===== src/hw/rtl/esd_pkg.sv =====
// package: constants and types for the eeg sync packet deframer
`timescale 1ns / 1ps

package esd_pkg;

	// packet layout
	localparam int CHANNELS       = 6;
	localparam int POS_W          = 5;
	localparam int CH_IDX_W       = (CHANNELS > 1) ? $clog2(CHANNELS) : 1;
	localparam int FIRST_CHAN_POS = 4;
	localparam int SWITCH_POS     = FIRST_CHAN_POS + 2 * CHANNELS;

	// sync pair
	localparam logic [7:0] SYNC_FIRST  = 8'hA5;
	localparam logic [7:0] SYNC_SECOND = 8'h5A;

	// lock phase, one-hot
	typedef enum logic [3:0] {
		PH_HUNT0 = 4'b0001,
		PH_HUNT1 = 4'b0010,
		PH_GOOD  = 4'b0100,
		PH_BAD   = 4'b1000
	} phase_t;

	typedef logic signed [15:0] chan_word_t;

endpackage


===== src/hw/rtl/esd_byte_if.sv =====
// interface: serial byte channel with valid/ready handshake
`timescale 1ns / 1ps

interface esd_byte_if;
	logic       valid;
	logic       ready;
	logic [7:0] rx_byte;

	modport source (output valid, output rx_byte, input ready);
	modport sink   (input valid, input rx_byte, output ready);
endinterface


===== src/hw/rtl/esd_result_if.sv =====
// interface: deframed packet result channel with valid/ready handshake
`timescale 1ns / 1ps

interface esd_result_if;
	logic                valid;
	logic                ready;
	logic signed [15:0]  chan0;
	logic signed [15:0]  chan1;
	logic signed [15:0]  chan2;
	logic signed [15:0]  chan3;
	logic signed [15:0]  chan4;
	logic signed [15:0]  chan5;
	logic [7:0]          switch_value;
	logic                switch_event;
	logic                sync_error;

	modport source (
		output valid, output chan0, output chan1, output chan2, output chan3,
		output chan4, output chan5, output switch_value, output switch_event,
		output sync_error, input ready
	);
	modport sink (
		input valid, input chan0, input chan1, input chan2, input chan3,
		input chan4, input chan5, input switch_value, input switch_event,
		input sync_error, output ready
	);
endinterface


===== src/hw/rtl/eeg_sync_packet_deframer.sv =====
// top level: frame sync hunt and fixed length packet deframer
// a byte is first registered in the input register, then processed into the result register
// throughput: one byte per cycle unless pkt stalls; one result per packet at its switch byte
// the input register advances whenever the result register is empty or being taken
// reset clears lock phase, byte position, high byte latch, last switch and valid flags at once
`timescale 1ns / 1ps

module eeg_sync_packet_deframer (
	input  logic                clk,
	input  logic                arst_n,
	esd_byte_if.sink            rx,
	esd_result_if.source        pkt
);

	// input register
	logic                        valid_s1;
	logic [7:0]                  byte_s1;

	// deframer state
	esd_pkg::phase_t             phase_q, phase_d;
	logic [esd_pkg::POS_W-1:0]   pos_q, pos_d;
	logic [7:0]                  hi_q, hi_d;
	logic [7:0]                  last_sw_q, last_sw_d;
	esd_pkg::chan_word_t         words_q [esd_pkg::CHANNELS];

	// result register
	logic                        out_valid_q;
	esd_pkg::chan_word_t         chan_out_q [esd_pkg::CHANNELS];
	logic [7:0]                  sw_out_q;
	logic                        sw_evt_q;
	logic                        sync_err_q;

	// processing controls
	logic                        advance;
	logic                        work;
	logic                        emit;
	logic                        emit_good;
	logic                        word_wr;
	logic [esd_pkg::POS_W-1:0]   rel;
	logic [esd_pkg::CH_IDX_W-1:0] word_idx;

	// handshake
	assign advance  = !out_valid_q || pkt.ready;
	assign work     = valid_s1 && advance;
	assign rx.ready = !valid_s1 || advance;

	assign rel      = pos_q - esd_pkg::POS_W'(esd_pkg::FIRST_CHAN_POS);
	assign word_idx = rel[esd_pkg::CH_IDX_W:1];

	// next state for one byte
	always_comb begin
		phase_d   = phase_q;
		pos_d     = pos_q;
		hi_d      = hi_q;
		last_sw_d = last_sw_q;
		word_wr   = 1'b0;
		emit      = 1'b0;
		emit_good = 1'b0;
		unique case (phase_q)
			esd_pkg::PH_HUNT0, esd_pkg::PH_HUNT1: begin
				if (byte_s1 == esd_pkg::SYNC_FIRST) begin
					phase_d = esd_pkg::PH_HUNT1;
				end else if (phase_q == esd_pkg::PH_HUNT1 &&
				             byte_s1 == esd_pkg::SYNC_SECOND) begin
					phase_d = esd_pkg::PH_GOOD;
					pos_d   = esd_pkg::POS_W'(2);
				end else begin
					phase_d = esd_pkg::PH_HUNT0;
				end
			end
			esd_pkg::PH_GOOD, esd_pkg::PH_BAD: begin
				// sync check and channel capture
				if (pos_q == '0) begin
					phase_d = (byte_s1 == esd_pkg::SYNC_FIRST) ? esd_pkg::PH_GOOD
					                                            : esd_pkg::PH_BAD;
				end else if (pos_q == esd_pkg::POS_W'(1)) begin
					if (byte_s1 != esd_pkg::SYNC_SECOND) begin
						phase_d = esd_pkg::PH_BAD;
					end
				end else if (pos_q >= esd_pkg::POS_W'(esd_pkg::FIRST_CHAN_POS) &&
				             pos_q <  esd_pkg::POS_W'(esd_pkg::SWITCH_POS)) begin
					if (!rel[0]) begin
						hi_d = byte_s1;
					end else begin
						word_wr = 1'b1;
					end
				end
				// packet end
				if (pos_q < esd_pkg::POS_W'(esd_pkg::SWITCH_POS)) begin
					pos_d = pos_q + esd_pkg::POS_W'(1);
				end else begin
					pos_d = '0;
					emit  = 1'b1;
					if (phase_q == esd_pkg::PH_BAD) begin
						phase_d = esd_pkg::PH_HUNT0;
					end else begin
						emit_good = 1'b1;
						last_sw_d = byte_s1;
					end
				end
			end
			default: begin
				phase_d = esd_pkg::PH_HUNT0;
			end
		endcase
	end

	// input register and control state
	always_ff @(posedge clk or negedge arst_n) begin
		if (!arst_n) begin
			valid_s1  <= 1'b0;
			phase_q   <= esd_pkg::PH_HUNT0;
			pos_q     <= '0;
			hi_q      <= '0;
			last_sw_q <= '0;
		end else begin
			if (rx.ready) begin
				valid_s1 <= rx.valid;
			end
			if (work) begin
				phase_q   <= phase_d;
				pos_q     <= pos_d;
				hi_q      <= hi_d;
				last_sw_q <= last_sw_d;
			end
		end
	end

	// input byte payload
	always_ff @(posedge clk) begin
		if (rx.ready && rx.valid) begin
			byte_s1 <= rx.rx_byte;
		end
	end

	// channel word store
	always_ff @(posedge clk) begin
		for (int k = 0; k < esd_pkg::CHANNELS; k++) begin
			if (work && word_wr && word_idx == esd_pkg::CH_IDX_W'(k)) begin
				words_q[k] <= {hi_q, byte_s1};
			end
		end
	end

	// result valid
	always_ff @(posedge clk or negedge arst_n) begin
		if (!arst_n) begin
			out_valid_q <= 1'b0;
		end else if (advance) begin
			out_valid_q <= work && emit;
		end
	end

	// result payload
	always_ff @(posedge clk) begin
		if (work && emit) begin
			for (int k = 0; k < esd_pkg::CHANNELS; k++) begin
				chan_out_q[k] <= emit_good ? words_q[k] : '0;
			end
			sw_out_q   <= emit_good ? byte_s1 : 8'h00;
			sw_evt_q   <= emit_good && byte_s1 != last_sw_q && byte_s1 != 8'h00;
			sync_err_q <= !emit_good;
		end
	end

	assign pkt.valid        = out_valid_q;
	assign pkt.chan0        = chan_out_q[0];
	assign pkt.chan1        = chan_out_q[1];
	assign pkt.chan2        = chan_out_q[2];
	assign pkt.chan3        = chan_out_q[3];
	assign pkt.chan4        = chan_out_q[4];
	assign pkt.chan5        = chan_out_q[5];
	assign pkt.switch_value = sw_out_q;
	assign pkt.switch_event = sw_evt_q;
	assign pkt.sync_error   = sync_err_q;

endmodule


===== src/flat_wrapper.sv =====
// flat-port wrapper written by rule: the top's interface ports become plain ports
module eeg_sync_packet_deframer_flat 
  (clk, arst_n, rx_valid, rx_rx_byte, rx_ready, pkt_valid, pkt_chan0, pkt_chan1, pkt_chan2, pkt_chan3, pkt_chan4, pkt_chan5, pkt_switch_value, pkt_switch_event, pkt_sync_error, pkt_ready);
  esd_byte_if rx_i ();
  esd_result_if pkt_i ();
  input  logic clk;
  input  logic arst_n;
  input wire logic [$bits(rx_i.valid)-1:0] rx_valid;
  input wire logic [$bits(rx_i.rx_byte)-1:0] rx_rx_byte;
  output wire logic [$bits(rx_i.ready)-1:0] rx_ready;
  output wire logic [$bits(pkt_i.valid)-1:0] pkt_valid;
  output wire logic [$bits(pkt_i.chan0)-1:0] pkt_chan0;
  output wire logic [$bits(pkt_i.chan1)-1:0] pkt_chan1;
  output wire logic [$bits(pkt_i.chan2)-1:0] pkt_chan2;
  output wire logic [$bits(pkt_i.chan3)-1:0] pkt_chan3;
  output wire logic [$bits(pkt_i.chan4)-1:0] pkt_chan4;
  output wire logic [$bits(pkt_i.chan5)-1:0] pkt_chan5;
  output wire logic [$bits(pkt_i.switch_value)-1:0] pkt_switch_value;
  output wire logic [$bits(pkt_i.switch_event)-1:0] pkt_switch_event;
  output wire logic [$bits(pkt_i.sync_error)-1:0] pkt_sync_error;
  input wire logic [$bits(pkt_i.ready)-1:0] pkt_ready;
  assign rx_i.valid = rx_valid;
  assign rx_i.rx_byte = rx_rx_byte;
  assign rx_ready = rx_i.ready;
  assign pkt_valid = pkt_i.valid;
  assign pkt_chan0 = pkt_i.chan0;
  assign pkt_chan1 = pkt_i.chan1;
  assign pkt_chan2 = pkt_i.chan2;
  assign pkt_chan3 = pkt_i.chan3;
  assign pkt_chan4 = pkt_i.chan4;
  assign pkt_chan5 = pkt_i.chan5;
  assign pkt_switch_value = pkt_i.switch_value;
  assign pkt_switch_event = pkt_i.switch_event;
  assign pkt_sync_error = pkt_i.sync_error;
  assign pkt_i.ready = pkt_ready;
  eeg_sync_packet_deframer u_core (.clk(clk), .arst_n(arst_n), .rx(rx_i), .pkt(pkt_i));
endmodule

===== config.mk =====
export PLATFORM = sky130hd
export DESIGN_NAME = eeg_sync_packet_deframer_flat
export DESIGN_NICKNAME = d
export VERILOG_FILES = /design/src/hw/rtl/esd_pkg.sv /design/src/hw/rtl/esd_byte_if.sv /design/src/hw/rtl/esd_result_if.sv /design/src/hw/rtl/eeg_sync_packet_deframer.sv /design/src/flat_wrapper.sv
export SDC_FILE = /design/constraint.sdc
export NUM_CORES = 1
export LEC_CHECK = 0
export BUFFER_PORTS_ARGS = -buffer_cell sky130_fd_sc_hd__buf_2
export CORE_AREA = 2 2 150 152
export DETAILED_ROUTE_END_ITERATION = 12
export DIE_AREA = 0 0 152 154
export HOLD_SLACK_MARGIN = 0.06
export PLACE_DENSITY_LB_ADDON = 0.1
export SYNTH_ARGS = -nofsm -noshare
export SYNTH_HDL_FRONTEND = slang
export SYNTH_SLANG_ARGS = --single-unit

===== constraint.sdc =====
create_clock -name clk -period 13.38 [get_ports clk]
set_input_delay 2.007 -clock clk [delete_from_list [all_inputs] [get_ports clk]]
set_output_delay 2.007 -clock clk [all_outputs]
set_load 0.005 [all_outputs]

==> results of run 1 <==
==> cells in the mapped netlist (4+ instances only) <==
master	instances	area, um2
edfxtp_1	210	6310
and2_1	105	657
dfrtp_1	26	651
mux2_2	17	191
clkbuf_1	13	48.8
nand2_1	9	33.8
xor2_1	9	78.8
inv_1	8	30.0
nor2_1	8	30.0
ha_1	6	75.1
nand2b_1	5	31.3
nand3_1	5	25.0
nor3_1	5	25.0
o211ai_1	5	37.5
a21oi_1	4	20.0
nor4_1	4	25.0
o21ai_0	4	20.0
==> layer usage <==
| layer | routed length, um | track usage, % |
|---|---|---|
| met5 | 0 | 0 |
| met4 | 334 | 4.67 |
| met3 | 903 | 3.02 |
| met2 | 8000 | 23.7 |
| met1 | 7120 | 18.3 |
==> how the worst max path moves through the flow <==
stage,startpoint,end,slack [ns],cells after the start
floorplan,pkt_ready,u_core.pkt.valid,3.06,4
CTS,pkt_ready,rx_ready,8.85,4
global route,pkt_ready,rx_ready,8.77,4
finish,pkt_ready,rx_ready,8.85,4
global placement,pkt_ready,rx_ready,8.89,4
detailed placement,pkt_ready,rx_ready,8.85,4
==> cell type report <==
type,count,area [um2]
clock inverter,17,156
sequential,237,6980
timing repair buffer,125,641
fill,1849,11300
tap,280,350
inverter,8,30.0
clock buffer,29,641
multi-input combinational,219,1570
==> logic make-up after synthesis <==
kind of cell               share of synthesized area, %
xor gates and xnor gates                           1.02
adders and majority gates                         0.874
DFF                                                81.3
and+or+nand+nor                                    11.7
buffers and inverters                             0.917
AOI/OAI and AO/OA                                  1.97
muxes                                              2.23
==> flip-flops by register name (all words and copies together), names as in the netlist, 4 cells and up <==
| signal | flops |
|---|---|
| u_core.words_q | 96 |
| u_core.pkt.switch_value | 8 |
| u_core.chan_out_q | 96 |
| u_core.pos_q | 5 |
| u_core.byte_s1 | 8 |
| u_core.phase_q | 4 |
| u_core.hi_q | 8 |
| u_core.last_sw_q | 8 |
==> power breakdown <==
part           internal (W)  leakage [nW]  switching [W]
logic             0.0000156          1.28      0.0000212
clock network      0.000400         0.397       0.000265
registers          0.000806          2.53      0.0000134
total               0.00122          4.20       0.000300
==> worst max-delay path: cells and delay by family <==
kind | cells | cell delay, ns
AND/OR/NAND/NOR | 2 | 0.27
buffers and inverters | 2 | 0.24
==> metrics by stage <==
step | setup WS [ns] | util [%] | total power (W) | area [um2] | hold slack [ns]
6_report | 8.85 | 47.8 | 0.00152 | 10400 | 0.515
3_5_place_dp | 8.85 | 44.1 | 0.000872 | 9570 | 0.503
4_1_cts | 8.85 | 47.8 | 0.00154 | 10400 | 0.516
3_3_place_gp | 8.89 | 44.1 | 0.000871 | 9570 | 0.501
2_1_floorplan | 3.06 | - | 0.000855 | 8590 | 0.497
5_1_grt | 8.77 | 47.8 | 0.00158 | 10400 | 0.528
==> key figures, run 1 <==
Status
  – Status: complete, no violations

Yosys
  – Mapped cell area: 8590 um2
  – Ys flop type: edfxtp_1
  – Syn avg cell area: 18.0 um2
  – Post-synthesis async set-or-reset flop share: a little under an eighth
  – Synth warn: 0
  – Synth Register Bits: 237
  – Register area share after synthesis: between 80% and 90%
  – Number of enable flip-flop cells after synthesis: 210
  – Syn nets: 495
  – Cells after Synth: between 400 and 500
  – Yosys cell types: 44

Min path
  – Worst hold path class: reg2reg
  – HP Start: u_core.words_q[1][0]
  – Hold Crit Endpoint: u_core.chan_out_q[1][0]
  – Hold path cells: 1

Pwr
  – PwrDens: 147 nW/um2
  – Lkg Pwr: between 4 and 5 nW
  – Max IR drop VDD: roughly 69 uV

STA
  – Min cycle time layout: 4.53 ns
  – F_max: 221 MHz
  – Total negative slack: 0 ns
  – Worst-Margin Slew: 1.24 ns
  – Slew Viols, Final: 0
  – Final hold vios: 0
  – Fin crit share: 33.9%
  – Clock Skews: about 0.028 ns
  – Normalized max-slew margin: between 10% and 20%
  – RSZ-0062 raised after global routing: false
  – Final setup vio count: 0

Clocking
  – Post-CTS Setup Bufs: 0
  – Clock-pin slew on the worst setup and hold paths: around 0.060 ns
  – Post_cts resized: 0
  – CTS Root Cell: clkbuf_16
  – TritonCTS buffer count: 25
  – Sink Count: between 200 and 250
  – Max Root-Sink Buffers: 3
  – CTS tree: built
  – CTS Hold Bufs: 0
  – H-tree depth: 1
  – Clock Latency Late Sink: ~0.52 ns

Setup path
  – Kind of critical path: in2out
  – Cell mode on critical path: buf_2
  – Crit path cell chain: buf_2, nor2b_1, nand2_1, buf_2
  – Slowest cell on the critical path: nor2b_1
  – Req. time, crit path: ~11 ns
  – Flop2flop setup slack: 10.15 ns
  – Crit path launch type: primary input
  – Crit. End Element: primary output
  – Origin of the critical flop-to-flop path: u_core.pos_q[0]
  – RR Endpoint: u_core.words_q[5][9]
  – Crit path max fanout: 3
  – R2R depth: 6
  – Crit path DAT: around 2.5 ns
  – CP peak stage delay: 0.16 ns

Final layout
  – Most common cell after layout, fill and taps aside: edfxtp_1
  – Net count, final: around 630
  – N_diodes: 0
  – Final cell count without fillers: 915
  – Layout cells sized above 1: 31.0%
  – Most frequent cells in the layout: edfxtp_1, buf_2, and2_1, dfrtp_1, clkbuf_16
  – Area grow syn2layout: 20.7%

Die
  – Core area: 21700 um2
  – Die area: 23400 um2
  – Die Y: 154 um
  – Die W: 152 um
  – Num rows: 54
  – Initial Utilization: 39.6%
  – # IOs: 120

Global routing
  – Vias in the first global route: around 4.5k
  – Largest net degree at the start of global routing: 102
  – Initial antenna violation count: 0
  – Overall Global Routing Usage: 14.1%
  – First-pass GRT wire length: between 20000 and 30000 um
  – Grt total ovfl: 0

Drt
  – Iter 0 DRT Violations: 243
  – Drt first pass iters: 4
  – Residual DRC: 0
  – Via/cell ratio: 4.70
  – Drt total wl: 16400 um
  – Routed len/inst: 17.9 um
  – Antenna viol nets, final: 0
  – Via count: 4305

Place
  – Port buffer count: about 120
  – Placed insts: 869
  – Hpwl dp: ~10000 um
  – GP Congestion: 0.792

Run
  – Max-Cap Viols: 0
(Power assumes the default switching activity.)
==> run 2, diff against run 1 <==
- clock period: 13.38 -> 4.5 ns (I/O delays scaled with it)
==> key figures, run 2 (synthesis results as in run 1) <==
STA
  – Min cycle time layout: 2.97 ns
  – Slew Viols, Final: 0
  – RSZ-0062 raised after global routing: false
  – Total negative slack: 0 ns
  – Fin worst setup slack: 1.53 ns
  – Normalized max-slew margin: 22.7%
  – Final hold vios: 0
  – Final setup vio count: 0
  – F_max: 337 MHz
  – Clock Skews: 0.00949 ns
  – Worst-Margin Slew: ~1.2 ns
  – Final Hold Slack: 0.194 ns
  – Fin crit share: 66.0%

Place
  – Port buffer count: 119
  – Placed insts: 873
  – Hpwl dp: 10600 um
  – GP Congestion: 0.843
  – DP Worst Slack: 1.46 ns

Pwr
  – Max IR drop VDD: 228 uV
  – Lkg Pwr: 4.19 nW
  – PwrDens: 423 nW/um2

Setup path
  – Slowest cell on the critical path: nor2_2
  – Flop2flop setup slack: 1.53 ns
  – Crit path launch type: register
  – Req. time, crit path: 4.62 ns
  – Crit path cell chain: inv_1, ha_1, o21ai_0, nand3_1, or4_4, nor2_2
  – CP peak stage delay: 0.70 ns
  – Kind of critical path: reg2reg
  – Crit path max fanout: 16
  – Crit path DAT: a little over 3 ns
  – Crit. End Element: register

Drt
  – Antenna viol nets, final: 0
  – Via/cell ratio: 4.72
  – Routed len/inst: 18.2 um
  – Via count: 4325
  – Residual DRC: 0
  – Drt total wl: 16600 um
  – Drt first pass iters: 4
  – Iter 0 DRT Violations: 161

Die
  – Die W: 152 um
  – Die area: 23400 um2
  – Die Y: 154 um
  – Initial Utilization: 39.6%
  – # IOs: 120
  – Num rows: 54
  – Core area: 21700 um2

Clocking
  – Post_cts resized: 0
  – H-tree depth: 1
  – CTS Hold Bufs: 0
  – Sink Count: 237
  – Clock Latency Late Sink: 0.50 ns
  – Clock-pin slew on the worst setup and hold paths: 0.06 ns
  – Max Root-Sink Buffers: 3
  – CTS tree: built
  – TritonCTS buffer count: 24
  – Post-CTS Setup Bufs: 0
  – CTS Root Cell: clkbuf_16

Global routing
  – Grt total ovfl: 0
  – First-pass GRT wire length: 25900 um
  – Initial antenna violation count: 0
  – Overall Global Routing Usage: 14.2%
  – Vias in the first global route: 4485
  – Largest net degree at the start of global routing: 108

Final layout
  – Area grow syn2layout: 20.4%
  – Most common cell after layout, fill and taps aside: edfxtp_1
  – Fillers: 1867
  – N_diodes: 0
  – Final core occ: 47.7%
  – Layout cells sized above 1: a little under a third
  – Most frequent cells in the layout: edfxtp_1, buf_2, and2_1, dfrtp_1, clkbuf_16
  – Largest regs: u_core.chan_out_q (96), u_core.words_q (96)
  – Final cell count without fillers: 916
  – Net count, final: between 600 and 700

Run
  – Max-Cap Viols: 0

Min path
  – Worst hold path class: in2async

Status
  – Status: complete, no violations
## run 2: changes by cell type in the layout (fill, tap and decap cells not counted), sizes merged
cell,delta
buf,+4
bufinv,-2
clkbuf,+4
clkinv,-4
inv,-1
## run 2: critical path: cells and delay by family, from the launching register on
family | cells | cell delay, ns
fa+ha+maj | 1 | 0.25
compound gates | 1 | 0.17
flops | 1 | 0.50
buf+inv | 1 | 0.18
simple gates | 3 | 1.49
## run 2: layer usage
layer  global-route usage [%]  share of wire, %
met1                     18.6                43
met2                     24.4                50
met3                     2.99               5.1
met4                     3.56               1.6
met5                        0                 0
## run 2: final timing paths
kind	startpoint	end	cells past startpoint
worst max-delay path	u_core.pos_q[0]	u_core.words_q[0][9]	6
worst min register to register	u_core.words_q[4][15]	u_core.chan_out_q[4][15]	1
min in group clk	rx_rx_byte[2]	u_core.byte_s1[2]	1
max in group asynchronous	arst_n	u_core.hi_q[1]	1
worst min-delay path	arst_n	u_core.phase_q[2]	1
worst max register to register	u_core.pos_q[0]	u_core.words_q[0][9]	6
## run 2: final cells by class
| type | instances | area, um2 | share of cell area, % |
|---|---|---|---|
| flip-flops and latches | 237 | 6980 | 67.5 |
| multi-input cells | 219 | 1580 | 15.2 |
| repair buffers | 129 | 683 | 6.60 |
| clock buffers | 33 | 656 | 6.34 |
| well taps | 280 | 350 | 3.39 |
| clock inverters | 10 | 71.3 | 0.689 |
| inverters | 8 | 30.0 | 0.290 |
## run 2: report_power, final
part / switching [W] / internal [W]
Sequential: 0.0000386 / 0.00240
Clock: 0.000758 / 0.00107
Combinational: 0.0000634 / 0.0000464
## run 2: metrics by stage
| stage | total power [W] | cell area [um2] |
|---|---|---|
| finish | 0.00438 | 10300 |
| global placement | 0.00259 | 9620 |
| detailed placement | 0.00259 | 9620 |
| global route | 0.00454 | 10300 |
| floorplan | 0.00254 | 8600 |
| CTS | 0.00443 | 10300 |
==> run 3, diff against run 2 <==
- clock period: 4.5 -> 3.1 ns (I/O delays scaled with it)
==> key figures, run 3 (synthesis results as in run 1) <==
Clocking
  – H-tree depth: 1
  – TritonCTS buffer count: 25
  – Clock-pin slew on the worst setup and hold paths: 0.05 ns
  – CTS tree: built
  – Post_cts resized: 0
  – Sink Count: 237
  – Max Root-Sink Buffers: 3
  – Clock Latency Late Sink: 0.52 ns
  – CTS Root Cell: clkbuf_16

Final layout
  – N_diodes: 0
  – Net count, final: 646
  – Most common cell after layout, fill and taps aside: edfxtp_1
  – Layout cells sized above 1: 32.3%
  – Final cell count without fillers: 920
  – Fillers: 1877
  – Seq. cell area: approximately 7000 um2
  – Largest regs: u_core.chan_out_q (96), u_core.words_q (96)
  – Most frequent cells in the layout: edfxtp_1, buf_2, and2_1, dfrtp_1, clkbuf_16
  – Area grow syn2layout: 22.4%
  – Footprint of the multi-input gates: around 1600 um2

Place
  – GP Congestion: 0.858
  – Hpwl dp: 10900 um
  – Placed insts: 880
  – DP Worst Slack: between 0.4 and 0.5 ns
  – Port buffer count: 119

Drt
  – Residual DRC: 0
  – Drt total wl: 17100 um
  – Via/cell ratio: about 4.7
  – Iter 0 DRT Violations: 245
  – Routed len/inst: 18.6 um
  – Via count: 4337
  – Antenna viol nets, final: 0
  – Drt first pass iters: 4

Global routing
  – Vias in the first global route: 4615
  – Grt total ovfl: 0
  – Initial antenna violation count: 0
  – Overall Global Routing Usage: roughly 15%
  – First-pass GRT wire length: 27000 um
  – Largest net degree at the start of global routing: just under 60

Pwr
  – Lkg Pwr: 4.26 nW
  – Max IR drop VDD: around 350 uV
  – PwrDens: 633 nW/um2

Setup path
  – Crit path DAT: 2.86 ns
  – Crit path launch type: register
  – RR Endpoint: u_core.words_q[3][6]
  – Origin of the critical flop-to-flop path: u_core.pos_q[0]
  – Crit path cell chain: inv_1, ha_1, o21ai_0, nand3_1, or4_4, nor4_4, buf_4
  – Crit. End Element: register
  – Kind of critical path: reg2reg
  – R2R depth: 7
  – Slowest cell on the critical path: or4_4
  – Critical Path End: u_core.words_q[3][6]
  – Crit path max fanout: 16
  – Flop2flop setup slack: 0.43 ns
  – CP peak stage delay: 0.61 ns
  – Req. time, crit path: 3.30 ns
  – CP Launch Point: u_core.pos_q[0]

Die
  – Die area: 23400 um2
  – # IOs: 120
  – Die Y: between 150 and 200 um
  – Initial Utilization: 39.6%
  – Num rows: 54
  – Core area: 21700 um2
  – Die W: 152 um

STA
  – Clock Skews: 0.0104 ns
  – Fin crit share: around 86%
  – Fin worst setup slack: 0.434 ns
  – Final hold vios: 0
  – Min cycle time layout: 2.67 ns
  – F_max: 375 MHz
  – Slew Viols, Final: 0
  – Final setup vio count: 0
  – Normalized max-slew margin: 52.7%
  – RSZ-0062 raised after global routing: false
  – Worst-Margin Slew: around 0.71 ns

Min path
  – Worst hold path class: in2reg

Run
  – Max-Cap Viols: 0

Status
  – Status: complete, no violations
-- run 3: changes by cell type in the layout (fill, tap and decap cells not counted), moves of 2 or more --
cell	previous run	this run
nor4_2	2	0
bufinv_16	1	4
buf_4	9	15
clkbuf_1	8	2
nor4_4	1	3
inv_6	0	2
clkinvlp_4	0	2
clkinv_2	6	2
-- run 3: power breakdown --
part,leakage (nW),internal (W),switching (W),total (W)
clock network,0.387,0.00179,0.00115,0.00294
logic,1.35,0.0000743,0.000114,0.000189
registers,2.53,0.00348,0.0000453,0.00353
-- run 3: worst max-delay path: cells and delay by family (launching register included) --
family          cells  cell delay, ns
compound gates      1            0.16
fa+ha+maj           1            0.26
buf+inv             2            0.51
flops               1            0.49
simple gates        3            0.93
-- run 3: final cells by class --
| cell class | count | area share (%) |
|---|---|---|
| clock buffers | 27 | 6.02 |
| repair buffers | 137 | 7.21 |
| flip-flops and latches | 237 | 66.4 |
| clock inverters | 12 | 1.62 |
| well taps | 280 | 3.33 |
| inverters | 8 | 0.285 |
| multi-input cells | 219 | 15.2 |
-- run 3: how the worst min path moves through the flow --
stage | startpoint | to | cells after the start
after floorplan | arst_n | u_core.hi_q[0] | 0
after global placement | u_core.words_q[5][6] | u_core.chan_out_q[5][6] | 1
after detailed placement | u_core.words_q[0][15] | u_core.chan_out_q[0][15] | 1
after CTS | rx_rx_byte[2] | u_core.byte_s1[2] | 1
after global routing | rx_rx_byte[4] | u_core.byte_s1[4] | 1
final | rx_rx_byte[2] | u_core.byte_s1[2] | 1
-- run 3: routing by layer --
metal | routed length (um) | vias to the layer above | global-route usage (%)
li1 | - | 2052 | -
met1 | 7350 | 2140 | 19.1
met2 | 8420 | 119 | 24.8
met3 | 917 | 26 | 3.38
met4 | 412 | 0 | 4.98
met5 | 0 | - | 0
-- run 3: stage by stage --
step | TNS [ns] | hold WS [ns] | cell area [um2] | power (W) | utilization, %
global route | 0 | 0.113 | 10500 | 0.00688 | 48.5
CTS | 0 | 0.104 | 10500 | 0.00673 | 48.5
finish | 0 | 0.124 | 10500 | 0.00665 | 48.5
global placement | 0 | 0.506 | 9710 | 0.00377 | 44.8
detailed placement | 0 | 0.503 | 9710 | 0.00378 | 44.8
floorplan | -97.53 | 0.169 | 8630 | 0.00369 | -
-- run 3: timing repair --
item                                   in CTS  in global routing
setup endpoints to repair                   0                  0
hold buffers                                1                  0
setup buffers                               0                  0
endpoints found under the hold margin      26                  0
